### src/rtl/core/bit_allocation_map_engine_top_assert.svh
// Assertion macros for the bit map engine
`ifndef BIT_ALLOCATION_MAP_ENGINE_TOP_ASSERT_SVH
`define BIT_ALLOCATION_MAP_ENGINE_TOP_ASSERT_SVH
`define BAME_ASSERT_IMPL(label, cond, conseq, msg) \
  label: assert property (@(posedge clk) disable iff (rst) (cond) |-> (conseq)) \
    else $error(msg);
`define BAME_ASSERT_NEXT(label, cond, conseq, msg) \
  label: assert property (@(posedge clk) disable iff (rst) (cond) |=> (conseq)) \
    else $error(msg);
`endif

### src/rtl/core/bame_pkg.sv
// Shared types and codes for the bit map engine
package bame_pkg;
  localparam int NUM_W = 11;
  localparam int OP_W = 3;
  localparam int ST_W = 2;

  typedef enum logic [OP_W-1:0] {
    OP_SET_BIT = 3'd0, OP_FLIP_BIT = 3'd1, OP_TEST_BIT = 3'd2, OP_SET_RANGE = 3'd3,
    OP_COUNT = 3'd4, OP_CONTAINS = 3'd5, OP_SCAN = 3'd6, OP_SCAN_INV = 3'd7
  } op_t;

  localparam logic [ST_W-1:0] ST_OK = 2'd0;
  localparam logic [ST_W-1:0] ST_RANGE = 2'd1;
  localparam logic [ST_W-1:0] ST_NOT_FOUND = 2'd2;

  typedef struct packed {
    logic [OP_W-1:0] opcode;
    logic [NUM_W-1:0] position;
    logic [NUM_W-1:0] span;
    logic polarity;
  } req_t;

  typedef struct packed {
    logic flag_out;
    logic [NUM_W-1:0] number_out;
    logic [ST_W-1:0] status;
  } rsp_t;
endpackage

### src/rtl/core/bame_if.sv
// Valid/ready channel interfaces for requests, results and configuration
interface bame_req_if import bame_pkg::*; ();
  logic valid;
  logic ready;
  req_t data;
  modport source (output valid, output data, input ready);
  modport sink (input valid, input data, output ready);
endinterface

interface bame_rsp_if import bame_pkg::*; ();
  logic valid;
  logic ready;
  rsp_t data;
  modport source (output valid, output data, input ready);
  modport sink (input valid, input data, output ready);
endinterface

interface bame_cfg_if import bame_pkg::*; ();
  logic valid;
  logic ready;
  logic [NUM_W-1:0] data;
  modport source (output valid, output data, input ready);
  modport sink (input valid, input data, output ready);
endinterface

### src/rtl/core/bit_allocation_map_engine_top.sv
// Bit map engine top level: map store, bit-serial walker and result register
//
//   channel | dir | word
//   req     | in  | opcode, position, span, polarity
//   rsp     | out | flag_out, number_out, status
//   cfg     | in  | bits_in_use
//
// A result is offered once the walk is done: the shared one-bit compare/counter walks
// the N bits of the request, reading then evaluating each bit; range faults, empty
// ranges and trivial scans skip the walk; scan and invert then rewrites span bits.
// Reset clears the map word by word through all DEPTH words, no requests taken.
// req is not ready while an item is at work; a finished item waits while the
// previous result is still held in the output register.
module bit_allocation_map_engine_top
  import bame_pkg::*;
#(
  parameter int MAX_BITS = 1024,
  parameter int WORD_BITS = 32
) (
  input logic clk,
  input logic rst,
  bame_req_if.sink req,
  bame_rsp_if.source rsp,
  bame_cfg_if.sink cfg
);
  localparam int DEPTH = (MAX_BITS + WORD_BITS - 1) / WORD_BITS;
  localparam int AW = (DEPTH > 1) ? $clog2(DEPTH) : 1;
  localparam int BW = (WORD_BITS > 1) ? $clog2(WORD_BITS) : 1;
  localparam int KW = $clog2(MAX_BITS + 1) + 1;

  typedef enum logic [2:0] {S_CLEAR, S_IDLE, S_CHECK, S_READ, S_EVAL, S_INV, S_DONE}
    state_t;

  logic [WORD_BITS-1:0] mem [DEPTH];
  logic [WORD_BITS-1:0] rdata;
  state_t state;
  logic [AW-1:0] clr_addr;
  logic [NUM_W-1:0] bits_in_use;
  op_t op;
  logic [KW-1:0] pos, span, k, stop, run, cnt;
  logic pol, inv_val;
  rsp_t res;
  rsp_t rsp_word;
  logic rsp_valid;

  logic [KW-1:0] lim;
  logic [KW-1:0] cfg_ext;
  assign cfg_ext = KW'(bits_in_use);
  assign lim = (cfg_ext > KW'(MAX_BITS)) ? KW'(MAX_BITS) : cfg_ext;

  logic [AW-1:0] k_word;
  logic [BW-1:0] k_bit;
  assign k_word = AW'(k / KW'(WORD_BITS));
  assign k_bit = BW'(k % KW'(WORD_BITS));

  logic cur_bit, match, wr_en, wr_val;
  assign cur_bit = rdata[k_bit];
  assign match = (cur_bit == pol);

  always_comb begin
    wr_en = 1'b0;
    wr_val = pol;
    if (state == S_EVAL) begin
      case (op)
        OP_SET_BIT, OP_SET_RANGE: wr_en = 1'b1;
        OP_FLIP_BIT: begin
          wr_en = 1'b1;
          wr_val = ~cur_bit;
        end
        default: wr_en = 1'b0;
      endcase
    end else if (state == S_INV) begin
      wr_en = 1'b1;
      wr_val = inv_val;
    end
  end

  always_ff @(posedge clk) begin
    if (state == S_CLEAR) begin
      mem[clr_addr] <= '0;
    end else if (wr_en) begin
      mem[k_word][k_bit] <= wr_val;
    end
    rdata <= mem[k_word];
  end

  assign req.ready = (state == S_IDLE);
  assign cfg.ready = 1'b1;
  assign rsp.valid = rsp_valid;
  assign rsp.data = rsp_word;

  always_ff @(posedge clk) begin
    if (rst) begin
      state <= S_CLEAR;
      clr_addr <= '0;
      bits_in_use <= NUM_W'(1024);
      rsp_valid <= 1'b0;
    end else begin
      if (cfg.valid) bits_in_use <= cfg.data;
      if (rsp_valid && rsp.ready && state != S_DONE) rsp_valid <= 1'b0;
      case (state)
        S_CLEAR: begin
          clr_addr <= clr_addr + AW'(1);
          if (clr_addr == AW'(DEPTH - 1)) state <= S_IDLE;
        end
        S_IDLE: begin
          if (req.valid && req.ready) begin
            op <= op_t'(req.data.opcode);
            pos <= KW'(req.data.position);
            span <= KW'(req.data.span);
            pol <= req.data.polarity;
            res <= '0;
            run <= '0;
            cnt <= '0;
            state <= S_CHECK;
          end
        end
        S_CHECK: begin
          k <= pos;
          state <= S_READ;
          case (op)
            OP_SET_BIT, OP_FLIP_BIT, OP_TEST_BIT: begin
              stop <= pos + KW'(1);
              if (pos >= lim) begin
                res.status <= ST_RANGE;
                state <= S_DONE;
              end
            end
            OP_SET_RANGE, OP_COUNT, OP_CONTAINS: begin
              stop <= pos + span;
              if (pos + span > lim) begin
                res.status <= ST_RANGE;
                state <= S_DONE;
              end else if (span == '0) begin
                state <= S_DONE;
              end
            end
            default: begin
              stop <= lim;
              if (pos > lim) begin
                res.status <= ST_RANGE;
                state <= S_DONE;
              end else if (span > lim) begin
                res.status <= ST_NOT_FOUND;
                state <= S_DONE;
              end else if (span == '0) begin
                res.number_out <= NUM_W'(pos);
                state <= S_DONE;
              end else if (pos >= lim) begin
                res.status <= ST_NOT_FOUND;
                state <= S_DONE;
              end
            end
          endcase
        end
        S_READ: state <= S_EVAL;
        S_EVAL: begin
          state <= S_READ;
          case (op)
            OP_TEST_BIT: res.flag_out <= cur_bit;
            OP_COUNT: res.number_out <= res.number_out + NUM_W'(match);
            OP_CONTAINS: if (match) res.flag_out <= 1'b1;
            OP_SCAN, OP_SCAN_INV: begin
              if (match && (run + KW'(1) == span)) begin
                res.number_out <= NUM_W'(k + KW'(1) - span);
                if (op == OP_SCAN_INV) begin
                  k <= k + KW'(1) - span;
                  cnt <= '0;
                  inv_val <= ~pol;
                  state <= S_INV;
                end else begin
                  state <= S_DONE;
                end
              end else begin
                run <= match ? run + KW'(1) : '0;
              end
            end
            default: ;
          endcase
          if (state != S_INV && !((op == OP_SCAN || op == OP_SCAN_INV) && match
              && (run + KW'(1) == span))) begin
            k <= k + KW'(1);
            if (k + KW'(1) >= stop) begin
              state <= S_DONE;
              if (op == OP_SCAN || op == OP_SCAN_INV) res.status <= ST_NOT_FOUND;
            end
          end
        end
        S_INV: begin
          k <= k + KW'(1);
          cnt <= cnt + KW'(1);
          if (cnt + KW'(1) == span) state <= S_DONE;
        end
        S_DONE: begin
          if (!rsp_valid || rsp.ready) begin
            rsp_word <= res;
            rsp_valid <= 1'b1;
            state <= S_IDLE;
          end
        end
        default: state <= S_IDLE;
      endcase
    end
  end

  `include "bit_allocation_map_engine_top_assert.svh"
  `BAME_ASSERT_IMPL(a_no_req_busy, state != S_IDLE, !req.ready, "request taken while busy")
  `BAME_ASSERT_NEXT(a_done_valid, state == S_DONE, rsp_valid, "result lost")
  `BAME_ASSERT_NEXT(a_hold_rsp, rsp_valid && !rsp.ready, rsp_valid && $stable(rsp.data),
    "result changed while stalled")
endmodule
### src/flat_wrapper.sv
// flat-port wrapper written by rule: the top's interface ports become plain ports
module bit_allocation_map_engine_top_flat import bame_pkg::*;
#(
  parameter int MAX_BITS = 1024,
  parameter int WORD_BITS = 32
)
  (clk, rst, req_valid, req_data, req_ready, rsp_valid, rsp_data, rsp_ready, cfg_valid, cfg_data, cfg_ready);
  bame_req_if req_i ();
  bame_rsp_if rsp_i ();
  bame_cfg_if cfg_i ();
  input logic clk;
  input logic rst;
  input wire logic [$bits(req_i.valid)-1:0] req_valid;
  input wire logic [$bits(req_i.data)-1:0] req_data;
  output wire logic [$bits(req_i.ready)-1:0] req_ready;
  output wire logic [$bits(rsp_i.valid)-1:0] rsp_valid;
  output wire logic [$bits(rsp_i.data)-1:0] rsp_data;
  input wire logic [$bits(rsp_i.ready)-1:0] rsp_ready;
  input wire logic [$bits(cfg_i.valid)-1:0] cfg_valid;
  input wire logic [$bits(cfg_i.data)-1:0] cfg_data;
  output wire logic [$bits(cfg_i.ready)-1:0] cfg_ready;
  assign req_i.valid = req_valid;
  assign req_i.data = req_data;
  assign req_ready = req_i.ready;
  assign rsp_valid = rsp_i.valid;
  assign rsp_data = rsp_i.data;
  assign rsp_i.ready = rsp_ready;
  assign cfg_i.valid = cfg_valid;
  assign cfg_i.data = cfg_data;
  assign cfg_ready = cfg_i.ready;
  bit_allocation_map_engine_top #(.MAX_BITS(MAX_BITS), .WORD_BITS(WORD_BITS)) u_core (.clk(clk), .rst(rst), .req(req_i), .rsp(rsp_i), .cfg(cfg_i));
endmodule
### config.mk
export PLATFORM = sky130hd
export DESIGN_NAME = bit_allocation_map_engine_top_flat
export DESIGN_NICKNAME = d
export VERILOG_FILES = /design/src/rtl/core/bame_pkg.sv /design/src/rtl/core/bame_if.sv /design/src/rtl/core/bit_allocation_map_engine_top.sv /design/src/flat_wrapper.sv
export VERILOG_INCLUDE_DIRS = /design/src /design/src/rtl/core
export SDC_FILE = /design/constraint.sdc
export NUM_CORES = 2
export LEC_CHECK = 0
export ABC_CLOCK_PERIOD_IN_PS = 52900
export BUFFER_PORTS_ARGS = -buffer_cell sky130_fd_sc_hd__buf_2
export CAP_MARGIN = 0
export CORE_UTILIZATION = 45
export DETAILED_ROUTE_END_ITERATION = 16
export PLACE_DENSITY = 0.69
export RECOVER_POWER = 50
export REMOVE_ABC_BUFFERS = 1
export SYNTH_ARGS = -nofsm -noshare
export SYNTH_HDL_FRONTEND = slang
export SYNTH_SLANG_ARGS = --single-unit
### constraint.sdc
create_clock -name clk -period 52.9 [get_ports clk]
set_input_delay 2.645 -clock clk [delete_from_list [all_inputs] [get_ports clk]]
set_output_delay 2.645 -clock clk [all_outputs]
set_load 0.01 [all_outputs]
Word level (Yosys, flattened, before mapping)
Memories as Yosys holds them, arrays and structs flattened. A register that Yosys moved wholly into a read port is not among the register bits.
Index checks and enable logic that the tools add are counted.
{"block": "word_totals", "reg_bits": 123, "ramBits": 1024, "inputBits": 42, "out_inout_bits": 17, "wordCells": 195, "memories": 1}
{"block": "op_classes", "addsub": 8, "order_cmp": 8, "n_eq_ne": 45, "mux": 75, "bitwise_logic": 3, "n_reduce_logical": 36}
{"name": "u_core.mem", "depth": 32, "word_bits": 32, "read_ports": 1, "rd_clocked_by_memory_dff": 1, "write_ports": 1, "line": "bit_allocation_map_engine_top.sv:34", "rtl": "logic [WORD_BITS-1:0] mem [DEPTH];"}
{"op": "12-bit 2-to-1 mux", "count": 11}
{"op": "32-bit 2-to-1 mux", "count": 3}
{"op": "12-bit case mux with 3 select lines", "count": 2}
{"op": "11-bit 2-to-1 mux", "count": 6}
{"op": "12-bit case mux with 2 select lines", "count": 2}
{"op": "3-bit 2-to-1 mux", "count": 14}
{"op": "13-bit case mux with 3 select lines", "count": 1}
{"op": "12-bit by 1-bit adder with 12-bit output (second input constant)", "count": 3}
{"op": "32-bit OR reduction", "count": 1}
{"op": "2-bit inequality test (second input constant)", "count": 13}
{"op": "12-bit by 11-bit equality test with 1-bit output", "count": 2}
{"op": "11-bit by 12-bit > comparator with 1-bit output", "count": 2}
{"op": "3-bit inequality test (second input constant)", "count": 8}
{"op": "11-bit case mux with 2 select lines", "count": 1}
{"op": "3-bit equality test (second input constant)", "count": 7}
{"op": "3-bit case mux with 7 select lines", "count": 1}
{"op": "2-bit 2-to-1 mux", "count": 10}
{"op": "5-bit AND reduction", "count": 4}
{"op": "1-bit 2-to-1 mux", "count": 16}
{"op": "14-bit 2-to-1 mux", "count": 1}
{"op": "11-bit by 1-bit adder with 12-bit output (second input constant)", "count": 1}
{"op": "11-bit by 11-bit adder with 12-bit output", "count": 1}
{"op": "3-bit by 2-bit equality test with 1-bit output (second input constant)", "count": 4}
{"op": "11-bit by 12-bit greater-or-equal comparator with 1-bit output", "count": 1}
{"op": "38 further kinds", "count": 60}

Depth between registers and ports, before layout
{"block": "logic_depth", "ltp_word": 9, "mapped_depth": 16, "ltp_nobuf": 16}

Worst setup path after synthesis
No wires, ideal clock.
{"block": "synth_timing", "path_kind": "register to register", "from": "register u_core.k[0]", "to": "memory u_core.mem[0][0] (data pin)", "setup_time_ns": 5.694, "t_arrival_ns": 29.340, "required_ns": 47.206, "path_slack_ns": 17.867, "stages_incl_launch_ff": 12, "n_path_buf": 3, "synth_period_minus_slack_ns": 35.033, "path_cell_list": "edfxtp_1 > buf_4 > buf_6 > inv_1 > ha_1 > nand2b_1 > a221oi_1 > o22ai_1 > a221oi_1 > o21ai_2 > buf_4 > a21oi_1"}
{"block": "synth_between", "elab_chain_cells": 7, "elab_cells_between_ends": 13, "classes_between": "order compare (2); mux (8); bitwise (1); reduce/logical (2)"}
{"item": "start: declaration", "line": "bit_allocation_map_engine_top.sv:40", "rtl": "logic [KW-1:0] pos, span, k, stop, run, cnt;"}
{"item": "start signal: assignment", "line": "bit_allocation_map_engine_top.sv:119", "rtl": "k <= pos;"}
{"item": "start signal: assignment", "line": "bit_allocation_map_engine_top.sv:167", "rtl": "k <= k + KW'(1) - span;"}
{"item": "start signal: assignment", "line": "bit_allocation_map_engine_top.sv:182", "rtl": "k <= k + KW'(1);"}
{"item": "5-bit by 6-bit < comparator with 1-bit output (implied by the code) or 5-bit by 1-bit greater-or-equal comparator with 1-bit output (tied branches)", "line": "bit_allocation_map_engine_top.sv:82", "rtl": "mem[k_word][k_bit] <= wr_val;"}
{"item": "1-bit logical AND (implied by the code)", "line": "bit_allocation_map_engine_top.sv:82"}
{"item": "1-bit 2-to-1 mux (implied by the code)", "line": "bit_allocation_map_engine_top.sv:82"}
{"item": "1-bit demux with 5-bit select"}
{"item": "32-bit 2-to-1 mux (implied by the code)", "line": "bit_allocation_map_engine_top.sv:82"}
{"item": "32-bit OR reduction (no line)"}
{"item": "32-bit 2-to-1 mux (no line) (*)"}
{"item": "end: declaration", "line": "bit_allocation_map_engine_top.sv:34"}
Mark *: on every way between the ends. The rest lies on a longest branch, timed or not. The select of a mux whose other input is x is not followed.

Final worst setup path
{"block": "layout_timing", "from": "register u_core.k[0]", "to": "memory u_core.mem[0][14] (data pin)"}
The elaborated chain is that of the path after synthesis.

==> run_results.csv <==
group,metric,value,unit
synthesis,syn_area,53800,um2
worst_hold_path,hold_path.class,"reg -> reg",
placed_design,gp_congestion,0.890,
drt,wl_per_cell,25.4,um
clocking,cts_hold_repair.buffers,0,
synthesis,synth_edf_count,1127,
floorplan,rows,126,
drt,route.detailed.drc,0,
drt,firstDrtPassIters,6,
setup_path,crit_path_end_kind,"flip-flop",
clocking,post_cts.repair.setup_buffers,0,
synthesis,syn_avg_cell_area,14.2,um2
power,power.leakage,24.2,nW
timing,final-max-slew-violation-count,1227,
grt,globalRouteOverflowTotal,0,
timing,tightest_slew,11.55,ns
status,violations,"capacitance limit, slew limit",
timing,period_needed,14.99,ns
drt,vias_per_cell,5.92,
grt,grt.total_usage,22.9,%
clocking,clock_path_buffers,3,
setup_path,path_cells,"ha_1 -> a21oi_1 -> a221oi_1 -> o22ai_1 -> a221oi_1 -> o21ai_0 -> a21oi_4 -> clkbuf_1 -> buf_4 -> buf_4",
clocking,insertion_delay,0.74,ns
power,power.total,1.88,mW
floorplan,coreArea,118000,um2
timing,rsz0062_at_grt,"no",
finish,layout-area-overhead-vs-synth,10.2,%
synthesis,synth_cells,3792,
timing,fin_skew,0.0781,ns
finish,final_layout_size_suffix_gt1_share,17.8,%
grt,grt_pass1_wl,204000,um
setup_path,critPathTopFamily,"buffers and inverters",
drt,detail-route-antenna-nets,0,
timing,setup_slack,37.92,ns
floorplan,pin_count,59,
setup_path,worst_path_largest_cell_delay,7.91,ns
floorplan,fp.dieH,348,um
timing,setup_tns,0,ns
timing,hold_viol,0,
setup_path,required,53.26,ns
status,outcome,"finished, violations left",
setup_path,arrival,15.34,ns
drt,vias,32300,
grt,grt_max_degree,306,
placed_design,dp_hpwl,74000,um
floorplan,fp.dieW,348,um
clocking,cts_resized,0,
run,cap_violations,30,
setup_path,path_class,"reg -> reg",
placed_design,dp_worst_setup_slack,46.59,ns
drt,first_iter_violations,4320,
synthesis,synthArstFlopShare,0,%
clocking,clock_tree.root_cell,"clkbuf_16",
finish,final_util,50.1,%
finish,fillers,9964,
drt,wl,138000,um
placed_design,port_buffers,57,
synthesis,yosysUniqueCellTypes,81,
power,vdd_drop_max,27.7,uV
setup_path,cp.buffers_inverters,3,
synthesis,synth-seq-cells,1179,
finish,finalNetCount,3865,
timing,maxSlewHeadroom,-670,%
floorplan,die_area,121000,um2
clocking,cts_buffers,120,
clocking,clkSinkCount,1179,
setup_path,crit_slowest_cell,"clkbuf_1",
grt,grt_pass1_vias,31400,
synthesis,synth-seq-area-share,64.8,%
setup_path,startpoint_type,"flip-flop",
clocking,htreeDepth,3,
synthesis,ys_warn_count,0,
power,p_per_area,31.7,nW/um2
timing,setup_violations,0,
clocking,cts_tree,"built",
timing,hold_ws,0.418,ns
timing,fin_crit_sh,28.3,%
floorplan,initial_core_util,45.5,%
setup_path,path_max_fanout,305,
clocking,clk_pin_slew,0.06,ns
grt,antenna_found_initial,7,
synthesis,synth_top_flop_cell,"edfxtp_1",
timing,max_freq,66.7,MHz
==> flip-flops by register name (all words and copies together), names as in the netlist <==
name                cells
u_core.bits_in_use     11
u_core.clr_addr         5
u_core.cnt             12
u_core.inv_val          1
u_core.k               12
u_core.mem           1024
u_core.op               3
u_core.pol              1
u_core.pos             11
u_core.rdata           32
u_core.res             14
u_core.rsp.data        14
u_core.rsp.valid        1
u_core.run             12
u_core.span            11
u_core.state            3
u_core.stop            12
==> worst register-to-register path: stages (launching register included) <==
cell and delay [ns]:
edfxtp_1 1.05, ha_1 0.52, a21oi_1 0.19, a221oi_1 0.27, o22ai_1 0.13, a221oi_1 0.26
o21ai_0 0.74, a21oi_4 0.35, clkbuf_1 7.91, buf_4 2.07, buf_4 1.09
==> logic make-up (layout without fill, tap and decap cells) <==
kind of cell,Yosys count,after routing,synth area share (%)
AOI/OAI and AO/OA,237,237,2.80
xor gates and xnor gates,85,85,1.55
and+or+nand+nor,1432,1432,10.9
adders and majority gates,80,80,1.89
other,1,2,0.00697
muxes,405,405,15.1
buffers and inverters,373,427,2.91
DFF,1179,1179,64.8
==> cell type report <==
class                      instances  area [um2]  area share (%)
sequential                      1179       34900            58.8
multi-input combinational       2240       17500            29.5
clock buffer                     153        3180            5.36
tap                             1600        2000            3.38
timing repair buffer             153         872            1.47
clock inverter                    72         672            1.13
inverter                          49         184           0.310
antenna                            1        2.50         0.00422
==> stage by stage <==
stage          cell area, um2  instances
2_1_floorplan           52400       3468
3_3_place_gp            55700       5221
3_5_place_dp            55700       5221
4_1_cts                 59600       5446
5_1_grt                 59300       5447
6_report                59300       5447
==> power breakdown <==
group / internal, mW / switching [mW] / leakage, nW
clock network: 0.465 / 0.364 / 1.86
logic: 0.0115 / 0.0190 / 9.57
registers: 1.02 / 0.00326 / 12.8
total: 1.49 / 0.386 / 24.2
==> path summary, 6_finish.rpt <==
kind / slack, ns / depth (start not counted) / to / start
hold / removal: 0.42 / 0 / u_core.rsp.data[13] / u_core.res[13]
setup reg to reg: 37.92 / 10 / u_core.mem[0][14] / u_core.k[0]
setup / recovery: 37.92 / 10 / u_core.mem[0][14] / u_core.k[0]
hold reg to reg: 0.42 / 0 / u_core.rsp.data[13] / u_core.res[13]
==> cells in the mapped netlist (15+ instances only) <==
library cell / instances / area [um2]
ha_1: 78 / 976
nor3_1: 19 / 95.1
edfxtp_1: 1127 / 33800
and3_1: 21 / 131
xor2_1: 36 / 315
clkbuf_1: 193 / 724
inv_1: 47 / 176
dfxtp_1: 52 / 1040
xnor2_1: 43 / 377
a21oi_1: 86 / 430
nand3_1: 30 / 150
nand2_1: 117 / 439
buf_1: 18 / 67.6
mux4_2: 322 / 7250
mux2_2: 39 / 439
buf_2: 107 / 536
o21ai_0: 41 / 205
nand4_1: 15 / 93.8
nor2b_1: 17 / 106
mux2i_1: 43 / 430
nor2_1: 1133 / 4250
==> layer usage <==
metal	part of all wire (%)	wire length [um]	global-route usage [%]
met3	9.8	13500	4.65
met2	48	66100	36.7
met4	3.8	5320	8.49
met5	0.027	38	0
met1	39	53500	30.9
==> cell usage in the layout (no fill, tap or decap), drive strengths merged, types with 52 or more instances in the layout <==
master	Yosys	layout
nor2	1133	1133
edfxtp	1127	1127
mux4	322	322
clkbuf	193	206
nand2	117	117
buf	131	100
a21oi	86	86
ha	78	78
clkinv	1	56
o21ai	52	52
dfxtp	52	52
No activity file was read; power rests on OpenSTA's default activity.
